===== src/rtl/sfpd_pkg.sv =====
package sfpd_pkg;

    localparam int unsigned BYTE_W = 8;
    localparam int unsigned CFG_IDX_W = 2;

    localparam logic [CFG_IDX_W-1:0] CFG_SYNC_FIRST  = 2'd0;
    localparam logic [CFG_IDX_W-1:0] CFG_SYNC_SECOND = 2'd1;

    localparam logic KIND_PAYLOAD = 1'b0;
    localparam logic KIND_FRAME_END = 1'b1;

    typedef struct packed {
        logic              item_kind;
        logic [BYTE_W-1:0] payload_value;
        logic [BYTE_W-1:0] payload_index;
        logic [BYTE_W-1:0] frame_descriptor;
        logic [BYTE_W-1:0] frame_length;
        logic              check_ok;
    } t_result;

endpackage


===== src/rtl/sfpd_parser.sv =====
module sfpd_parser (
    input  logic                         i_clk,
    input  logic                         i_rst_n,
    input  logic                         i_push,
    input  logic [sfpd_pkg::BYTE_W-1:0]  i_byte,
    input  logic [sfpd_pkg::BYTE_W-1:0]  i_sync_first,
    input  logic [sfpd_pkg::BYTE_W-1:0]  i_sync_second,
    output logic                         o_res_valid,
    output sfpd_pkg::t_result            o_res
);

    typedef enum logic [2:0] {
        PH_HUNT1 = 3'd0,
        PH_HUNT2 = 3'd1,
        PH_DESC  = 3'd2,
        PH_LEN   = 3'd3,
        PH_DATA  = 3'd4,
        PH_CHK1  = 3'd5,
        PH_CHK2  = 3'd6
    } t_phase;

    t_phase                       r_phase, n_phase;
    logic [sfpd_pkg::BYTE_W-1:0]  r_desc, n_desc;
    logic [sfpd_pkg::BYTE_W-1:0]  r_len, n_len;
    logic [sfpd_pkg::BYTE_W-1:0]  r_cnt, n_cnt;
    logic [sfpd_pkg::BYTE_W-1:0]  r_sum_lo, n_sum_lo;
    logic [sfpd_pkg::BYTE_W-1:0]  r_sum_hi, n_sum_hi;
    logic [sfpd_pkg::BYTE_W-1:0]  r_chk1, n_chk1;
    logic [sfpd_pkg::BYTE_W-1:0]  cnt_inc;
    logic [sfpd_pkg::BYTE_W-1:0]  add_lo;

    always_comb begin
        n_phase     = r_phase;
        n_desc      = r_desc;
        n_len       = r_len;
        n_cnt       = r_cnt;
        n_sum_lo    = r_sum_lo;
        n_sum_hi    = r_sum_hi;
        n_chk1      = r_chk1;
        cnt_inc     = r_cnt + 8'd1;
        add_lo      = r_sum_lo + i_byte;
        o_res_valid = 1'b0;
        o_res.item_kind        = sfpd_pkg::KIND_PAYLOAD;
        o_res.payload_value    = '0;
        o_res.payload_index    = '0;
        o_res.frame_descriptor = r_desc;
        o_res.frame_length     = r_len;
        o_res.check_ok         = 1'b0;

        unique case (r_phase)
            PH_HUNT2: begin
                n_phase = (i_byte == i_sync_second) ? PH_DESC : PH_HUNT1;
            end
            PH_DESC: begin
                n_desc   = i_byte;
                n_sum_lo = i_byte;
                n_sum_hi = i_byte;
                n_phase  = PH_LEN;
            end
            PH_LEN: begin
                n_len    = i_byte;
                n_sum_lo = add_lo;
                n_sum_hi = r_sum_hi + add_lo;
                n_cnt    = '0;
                n_phase  = (i_byte == 8'd0) ? PH_CHK1 : PH_DATA;
            end
            PH_DATA: begin
                n_sum_lo            = add_lo;
                n_sum_hi            = r_sum_hi + add_lo;
                o_res_valid         = i_push;
                o_res.payload_value = i_byte;
                o_res.payload_index = r_cnt;
                if (cnt_inc >= r_len) begin
                    n_cnt   = '0;
                    n_phase = PH_CHK1;
                end else begin
                    n_cnt = cnt_inc;
                end
            end
            PH_CHK1: begin
                n_chk1  = i_byte;
                n_phase = PH_CHK2;
            end
            PH_CHK2: begin
                o_res_valid     = i_push;
                o_res.item_kind = sfpd_pkg::KIND_FRAME_END;
                o_res.check_ok  = (r_chk1 == r_sum_lo) && (i_byte == r_sum_hi);
                n_cnt           = '0;
                n_phase         = PH_HUNT1;
            end
            default: begin
                n_phase = (i_byte == i_sync_first) ? PH_HUNT2 : PH_HUNT1;
            end
        endcase
    end

    always_ff @(posedge i_clk) begin
        if (!i_rst_n) begin
            r_phase  <= PH_HUNT1;
            r_desc   <= '0;
            r_len    <= '0;
            r_cnt    <= '0;
            r_sum_lo <= '0;
            r_sum_hi <= '0;
            r_chk1   <= '0;
        end else if (i_push) begin
            r_phase  <= n_phase;
            r_desc   <= n_desc;
            r_len    <= n_len;
            r_cnt    <= n_cnt;
            r_sum_lo <= n_sum_lo;
            r_sum_hi <= n_sum_hi;
            r_chk1   <= n_chk1;
        end
    end

endmodule


===== src/rtl/sfpd_out_buf.sv =====
module sfpd_out_buf (
    input  logic               i_clk,
    input  logic               i_rst_n,
    input  logic               i_push,
    input  sfpd_pkg::t_result  i_data,
    output logic               o_room,
    output logic               o_valid,
    input  logic               i_ready,
    output sfpd_pkg::t_result  o_data
);

    logic               r_out_valid;
    logic               r_skid_valid;
    sfpd_pkg::t_result  r_out;
    sfpd_pkg::t_result  r_skid;
    logic               pop;

    assign pop     = r_out_valid && i_ready;
    assign o_room  = !r_skid_valid;
    assign o_valid = r_out_valid;
    assign o_data  = r_out;

    always_ff @(posedge i_clk) begin
        if (!i_rst_n) begin
            r_out_valid  <= 1'b0;
            r_skid_valid <= 1'b0;
        end else if (r_skid_valid) begin
            if (pop) begin
                r_out        <= r_skid;
                r_skid_valid <= 1'b0;
            end
        end else if (i_push) begin
            if (!r_out_valid || pop) begin
                r_out       <= i_data;
                r_out_valid <= 1'b1;
            end else begin
                r_skid       <= i_data;
                r_skid_valid <= 1'b1;
            end
        end else if (pop) begin
            r_out_valid <= 1'b0;
        end
    end

endmodule


===== src/rtl/sync_framed_packet_deframer.sv =====
// Sync-framed packet deframer with a Fletcher-style checksum. One received byte
// is taken per transfer, and a byte can be accepted in every clock cycle: the
// parser updates its phase, counters and running sums in the same cycle, and
// results go through a two-entry output stage, so input stalls only when two
// results are waiting downstream. Each payload byte comes out with its index;
// after the second check byte one frame-end result carries descriptor, length
// and the checksum verdict. A zero length goes straight to the check bytes. Sync
// values are set through the write port and should be changed only while idle.
module sync_framed_packet_deframer (
    input  logic                            i_clk,
    input  logic                            i_rst_n,
    input  logic                            i_cfg_we,
    input  logic [sfpd_pkg::CFG_IDX_W-1:0]  i_cfg_index,
    input  logic [sfpd_pkg::BYTE_W-1:0]     i_cfg_data,
    input  logic                            i_in_valid,
    output logic                            o_in_ready,
    input  logic [sfpd_pkg::BYTE_W-1:0]     i_rx_byte,
    output logic                            o_out_valid,
    input  logic                            i_out_ready,
    output logic                            o_item_kind,
    output logic [sfpd_pkg::BYTE_W-1:0]     o_payload_value,
    output logic [sfpd_pkg::BYTE_W-1:0]     o_payload_index,
    output logic [sfpd_pkg::BYTE_W-1:0]     o_frame_descriptor,
    output logic [sfpd_pkg::BYTE_W-1:0]     o_frame_length,
    output logic                            o_check_ok
);

    logic [sfpd_pkg::BYTE_W-1:0]  r_sync_first;
    logic [sfpd_pkg::BYTE_W-1:0]  r_sync_second;
    logic                         push;
    logic                         res_valid;
    sfpd_pkg::t_result            res;
    sfpd_pkg::t_result            out_data;

    always_ff @(posedge i_clk) begin
        if (!i_rst_n) begin
            r_sync_first  <= '0;
            r_sync_second <= '0;
        end else if (i_cfg_we) begin
            unique case (i_cfg_index)
                sfpd_pkg::CFG_SYNC_FIRST:  r_sync_first  <= i_cfg_data;
                sfpd_pkg::CFG_SYNC_SECOND: r_sync_second <= i_cfg_data;
                default: ;
            endcase
        end
    end

    assign push = i_in_valid && o_in_ready;

    sfpd_parser u_parser (
        .i_clk         (i_clk),
        .i_rst_n       (i_rst_n),
        .i_push        (push),
        .i_byte        (i_rx_byte),
        .i_sync_first  (r_sync_first),
        .i_sync_second (r_sync_second),
        .o_res_valid   (res_valid),
        .o_res         (res)
    );

    sfpd_out_buf u_out_buf (
        .i_clk   (i_clk),
        .i_rst_n (i_rst_n),
        .i_push  (res_valid),
        .i_data  (res),
        .o_room  (o_in_ready),
        .o_valid (o_out_valid),
        .i_ready (i_out_ready),
        .o_data  (out_data)
    );

    assign o_item_kind        = out_data.item_kind;
    assign o_payload_value    = out_data.payload_value;
    assign o_payload_index    = out_data.payload_index;
    assign o_frame_descriptor = out_data.frame_descriptor;
    assign o_frame_length     = out_data.frame_length;
    assign o_check_ok         = out_data.check_ok;

    a_res_reaches_out: assert property (@(posedge i_clk) disable iff (!i_rst_n)
        res_valid |=> o_out_valid)
        else $error("result lost on its way to the output");

    a_full_means_valid: assert property (@(posedge i_clk) disable iff (!i_rst_n)
        !o_in_ready |-> o_out_valid)
        else $error("skid entry held with empty output register");

    a_ok_only_at_end: assert property (@(posedge i_clk) disable iff (!i_rst_n)
        (o_out_valid && (o_item_kind == sfpd_pkg::KIND_PAYLOAD)) |-> !o_check_ok)
        else $error("verdict set on a payload result");

endmodule

===== config.mk =====
export PLATFORM = sky130hd
export DESIGN_NAME = sync_framed_packet_deframer
export DESIGN_NICKNAME = d
export VERILOG_FILES = /design/src/rtl/sfpd_pkg.sv /design/src/rtl/sfpd_parser.sv /design/src/rtl/sfpd_out_buf.sv /design/src/rtl/sync_framed_packet_deframer.sv
export SDC_FILE = /design/constraint.sdc
export NUM_CORES = 1
export LEC_CHECK = 0
export ABC_CLOCK_PERIOD_IN_PS = 12950
export BUFFER_PORTS_ARGS = -buffer_cell sky130_fd_sc_hd__buf_2
export CAP_MARGIN = 20
export CORE_MARGIN = 2
export CORE_UTILIZATION = 30
export CTS_CLUSTER_SIZE = 20
export DETAILED_ROUTE_END_ITERATION = 10
export SLEW_MARGIN = 10
export SYNTH_ARGS = -nofsm -noshare
export SYNTH_HDL_FRONTEND = slang
export SYNTH_SLANG_ARGS = --single-unit

===== constraint.sdc =====
create_clock -name i_clk -period 12.95 [get_ports i_clk]
set_input_delay 0.6475 -clock i_clk [delete_from_list [all_inputs] [get_ports i_clk]]
set_output_delay 0.6475 -clock i_clk [all_outputs]
set_load 0.05 [all_outputs]

# After elaboration in Yosys (flattened, before gate mapping)
# Index checks and enable logic that the tools add are counted.
[word_totals] ff_bits=137 inputBits=23
[op_classes] n_bitwise=2 n_lt_le_gt_ge=1 n_mux=24 eq_ne=14 n_reduce_logical=27 add_sub_neg=3
[op_table] operator="two-way mux 34 bit" n=4
[op_table] operator="one-hot mux 8 bit (2 select lines)" n=3
[op_table] operator="equality test 8 bit" n=4
[op_table] operator="one-hot mux 3 bit (6 select lines)" n=1
[op_table] operator="adder 8 bit" n=2
[op_table] operator="two-way mux 16 bit" n=1
[op_table] operator="AND reduction 2 bit" n=8
[op_table] operator="two-way mux 1 bit" n=12
[op_table] operator="nonzero test 2 bit" n=5
[op_table] operator="equality test 3 bit (second input constant)" n=3
[op_table] operator="adder 8 x 1 -> 8 bit (second input constant)" n=1
[op_table] operator=">= comparator 8 bit" n=1
[op_table] operator="logical NOT 8 bit" n=1
[op_table] operator="two-way mux 8 bit" n=1
[op_table] operator="AND reduction 4 bit" n=2
[op_table] operator="equality test 3 x 2 -> 1 bit (second input constant)" n=2
[op_table] operator="OR reduction 2 bit" n=3
[op_table] operator="!= test 2 x 1 -> 1 bit (second input constant)" n=2
[op_table] operator="equality test 3 x 1 -> 1 bit (second input constant)" n=1
[op_table] operator="logical AND 1 bit" n=3
[op_table] operator="two-way mux 3 bit" n=1
[op_table] operator="AND reduction 3 bit" n=1
[op_table] operator="equality test 2 x 1 -> 1 bit (second input constant)" n=1
[op_table] operator="logical NOT 1 bit" n=2
[op_table] operator="5 further kinds" n=6

# Logic depth before layout (Yosys ltp)
[depth] word_depth=6 mapped_depth=11 depth_no_buf=11

# By module
# From an unflattened synthesis, not the netlist that was laid out.
[hier_totals] cells_unflattened=619 hier_area_um2=6718.9
[by_module_without_submodules] mod="sfpd_parser" cells_per_inst=436 area_per_inst_um2=3502.1 n_inst=1
[by_module_without_submodules] mod="sfpd_out_buf" cells_per_inst=120 area_per_inst_um2=2578.7 n_inst=1
[by_module_without_submodules] mod="sync_framed_packet_deframer" cells_per_inst=63 area_per_inst_um2=638.1 n_inst=1

# Worst setup path after synthesis
# OpenSTA, ideal clock, no wires.
[synth_timing] path_type="input -> register" from="input port i_rst_n" to="register u_out_buf.r_skid[0] (netlist bit), enable pin" arrival_ps=4282 required_time_ps=12436 setup_slack_ps=8154 cell_stages=3 cell_sequence="clkinv_1 clkbuf_1 nor4_1"
[synth_via] elab_chain_cells=1
[synth_rtl] item="from (decl)" line_no="sync_framed_packet_deframer.sv:11" text="input logic i_rst_n,"
[synth_rtl] item="AND reduction 4 bit (no line)"
[synth_rtl] item="to (signal assigned)" line_no="sfpd_out_buf.sv:37" text="r_skid <= i_data;"
[synth_rtl] item="to (decl)" line_no="sfpd_out_buf.sv:15" text="sfpd_pkg::t_result r_skid;"
# No other way between the ends.
# A chain may end at the register's enable or synchronous reset.

# Final worst setup path
[layout_timing] from="register u_out_buf.r_skid_valid" to="register u_out_buf.r_skid[4] (netlist bit), enable pin"
[layout_via] elab_chain_cells=4 word_cells_on_any_way=5
[layout_rtl] item="from (decl)" line_no="sfpd_out_buf.sv:13" text="logic r_skid_valid;"
[layout_rtl] item="from (signal assigned)" line_no="sfpd_out_buf.sv:26" text="r_skid_valid <= 1'b0;"
[layout_rtl] item="from (signal assigned)" line_no="sfpd_out_buf.sv:30" text="r_skid_valid <= 1'b0;"
[layout_rtl] item="from (signal assigned)" line_no="sfpd_out_buf.sv:38" text="r_skid_valid <= 1'b1;"
[layout_rtl] item="logical NOT 1 bit" line_no="sfpd_out_buf.sv:19" text="assign o_room = !r_skid_valid;"
[layout_rtl] item="logical AND 1 bit" line_no="sync_framed_packet_deframer.sv:48" text="assign push = i_in_valid && o_in_ready;"
[layout_rtl] item="two-way mux 1 bit" line_no="sfpd_parser.sv:50" text="unique case (r_phase)"
[layout_rtl] item="AND reduction 4 bit (no line) (*)"
# Every way passes the cells marked *; elsewhere a longest branch is shown, timed or not.

==> flow_summary.yaml <==
layout:
  drive_gt1_share_pct: 20.4
  register_area_um2: 3420
  diodes: 0
  layout.nets: 717
  multiInputGateArea_um2: 2930
  syn_to_final_growth_pct: 17.8
  num-fill-cells: 2162
detailed_routing:
  ant_nets: 0
  route.detailed.drc: 0
  drt_iter0_drc: 322
  vias: 4663
  wl_um: 15100
  wl_per_cell_um: 15.7
  drt-vias-per-instance: 4.85
  firstDrtPassIters: 5
hold_path:
  hold_depth: 0
  whs_endpoint: "u_out_buf.r_skid[3]"
  min_path_type: "flip-flop to flip-flop"
  hp-start: "u_parser.r_len[2]"
power_and_ir_drop:
  swShare_pct: 23.5
  seq_power_share_pct: 47.1
  p_sw_uw: 227
  clkPwrFrac_pct: 49.4
  ir_drop_mv: 0.0879
  power_uw: 965
  intPower_uw: 738
  powerDensity_nw_per_um2: 125
  leakagePower_uw: 0.00299
  comb_power_share_pct: 3.5
synth:
  synth-xor-area-share_pct: 6.43
  async_reset_ff_share_pct: 0
  synthTopCellsByCount: "69 x dfxtp_1, 68 x edfxtp_1, 57 x a21oi_1"
  synth.avg_cell_area_um2: 10.6
  synth_top_family_by_area: "simple AND/OR/NAND/NOR gates"
  syn-num-nets: 667
  synth-simple-area-share_pct: 13.1
  synth_compound_area_share_pct: 11.5
  ys_warn_count: 0
  ys_ff_latch: 137
  synth_top_area_share_pct: 31.2
  synth_adder_area_share_pct: 5.21
  postSynthCellCount: 618
  synth.mux.area_fraction_pct: 8.31
  yosysMostFrequentCell: "dfxtp_1"
  synth_edf_count: 68
  synth_top_cells_by_area: "edfxtp_1 31%, dfxtp_1 21%, xor2_1 5.0%, ha_1 4.6%, mux2_2 4.5%"
  synth_flop_cell: "dfxtp_1"
  seq_area_frac_synth_pct: 52.4
  yosysTopAreaCell: "edfxtp_1"
  yosysUniqueCellTypes: 51
  netlist_area_um2: 6540
critical_path:
  path_max_fanout: 30
  rr_endpoint: "u_out_buf.r_skid[4]"
  endpoint_kind: "flip-flop"
  critPathArrivalTime_ps: 3100
  required_ps: 13030
  critical_path.startpoint_type: "flip-flop"
  path_class: "flip-flop to flip-flop"
  ff2ff_path_depth: 5
  reg2reg_setup_slack_ps: 9930
  r2r_start: "u_out_buf.r_skid_valid"
floorplanning:
  die_area_um2: 23000
  fp.dieH_um: 152
  pin_count: 59
  fp-row-count: 54
  core_area_um2: 21600
  die_w_um: 152
  start_util_pct: 30.2
sta:
  max_freq_mhz: 331
  maxSlewHeadroom_pct: 37.7
  grt_setup_unrepaired: "false"
  fin_skew_ps: 6.55
  setup-tns-final_ps: 0
  worstMarginPinSlew_ps: 928
  hold_viol_final: 0
  setup_viol: 0
  fin_crit_sh_pct: 23.3
  period_needed_ps: 3020
  slew_violations: 0
clock_tree:
  cts_resized: 0
  clock_path_buffers: 2
  cts_tree: "yes"
  cts_hold_buffers: 0
  clock_sinks: 137
  clock_latency_ps: 420
  numCtsBuffers: 17
  clk_pin_slew_worst_paths_ps: 60
  cts_root_buffer: "clkbuf_16"
  htree_num_levels: 4
  cts_setup_buffers: 0
grt:
  grt_max_degree: 60
  overflow: 0
  grt_pass1_wl_um: 24500
  grt.total_usage_pct: 13.9
  antenna_found_initial: 0
  grt_pass1_vias: 4588
job:
  max-cap-violations: 0
run_status:
  status: "finished clean"
place:
  routabilityCongestion: 0.885
  portBuffers: 58
  hpwl_um: 10200
==> sequential cells by signal, indices dropped and copies added, names as in the netlist, 3 cells and up <==
name	cells
u_out_buf.o_data	34
u_out_buf.r_skid	34
r_sync_first	8
r_sync_second	8
u_parser.r_chk1	8
u_parser.r_cnt	8
u_parser.r_desc	8
u_parser.r_len	8
u_parser.r_sum_hi	8
u_parser.r_sum_lo	8
u_parser.r_phase	3
==> how the worst max path moves through the flow <==
stage | startpoint | end | slack (ps) | cells past startpoint
final | u_out_buf.r_skid_valid | u_out_buf.r_skid[4] | 9930 | 5
after global routing | u_out_buf.r_skid_valid | u_out_buf.r_skid[4] | 9640 | 5
after CTS | u_parser.r_phase[2] | u_parser.r_sum_hi[7] | 9810 | 6
after detailed placement | i_rx_byte[0] | u_parser.r_sum_hi[7] | 9520 | 11
after global placement | i_rx_byte[0] | u_parser.r_sum_hi[7] | 9560 | 11
after floorplan | i_rst_n | u_out_buf.r_skid[0] | 8150 | 3
==> routing by layer <==
| metal | vias to the layer above | global-route usage (%) | share of wire (%) |
|---|---|---|---|
| met2 | 108 | 21.8 | 45 |
| met1 | 2241 | 19.2 | 49 |
| met5 | - | 0 | 0 |
| li1 | 2301 | - | - |
| met3 | 13 | 3.20 | 4.7 |
| met4 | 0 | 4.35 | 1.2 |
==> area by class of cell <==
| type | instances | share of cell area (%) |
|---|---|---|
| repair buffers | 67 | 4.81 |
| clock buffers | 18 | 5.70 |
| flip-flops and latches | 137 | 44.4 |
| clock inverters | 14 | 1.79 |
| multi-input cells | 432 | 38.1 |
| inverters | 13 | 0.634 |
| well taps | 280 | 4.55 |
==> kinds of logic after synthesis <==
family,Yosys count
AND/OR/NAND/NOR,178
flip-flops,137
AO/OA/AOI/OAI,129
multiplexers,51
buffers and inverters,49
XOR/XNOR,48
adder cells (fa/ha/maj),26
==> per-stage QoR <==
stage                     instances  hold WS (ps)  area [um2]  utilization, %  setup slack [ps]
after detailed placement        926           438        7090            32.8              9520
after floorplan                 618           424        6540               -              8150
after CTS                       958           453        7670            35.5              9810
after global routing            961           468        7700            35.6              9640
after global placement          926           438        7090            32.8              9560
final                           961           452        7700            35.6              9930
==> power groups by stage <==
stage | registers, uW | clock network, uW | logic (uW)
floorplan | 463 | 0 | 22.4
global placement | 464 | 0 | 34.0
detailed placement | 464 | 0 | 34.1
CTS | 454 | 485 | 34.3
global route | 454 | 504 | 38.0
finish | 454 | 477 | 34.2
==> placed cells by master, fill, tap and decap left out, drive strengths merged, types with 6 or more instances in the layout <==
cell    count
mux2       26
a21oi      58
edfxtp     68
ha         24
dfxtp      69
nor4       10
and2       22
nand2      53
o21ai      39
nand3      17
mux2i      25
xnor2      11
a21o        6
inv        18
buf        67
xor2       37
clkbuf     18
nor2       48
nor3        6
==> worst max-delay path, stage by stage (launching register included) <==
cell     delay (ps)
dfxtp_1         490
buf_4           290
nor2b_1         560
nand2_1         280
nor4_2          540
buf_4           490
Note: power is estimated with default switching activity, not from simulation.
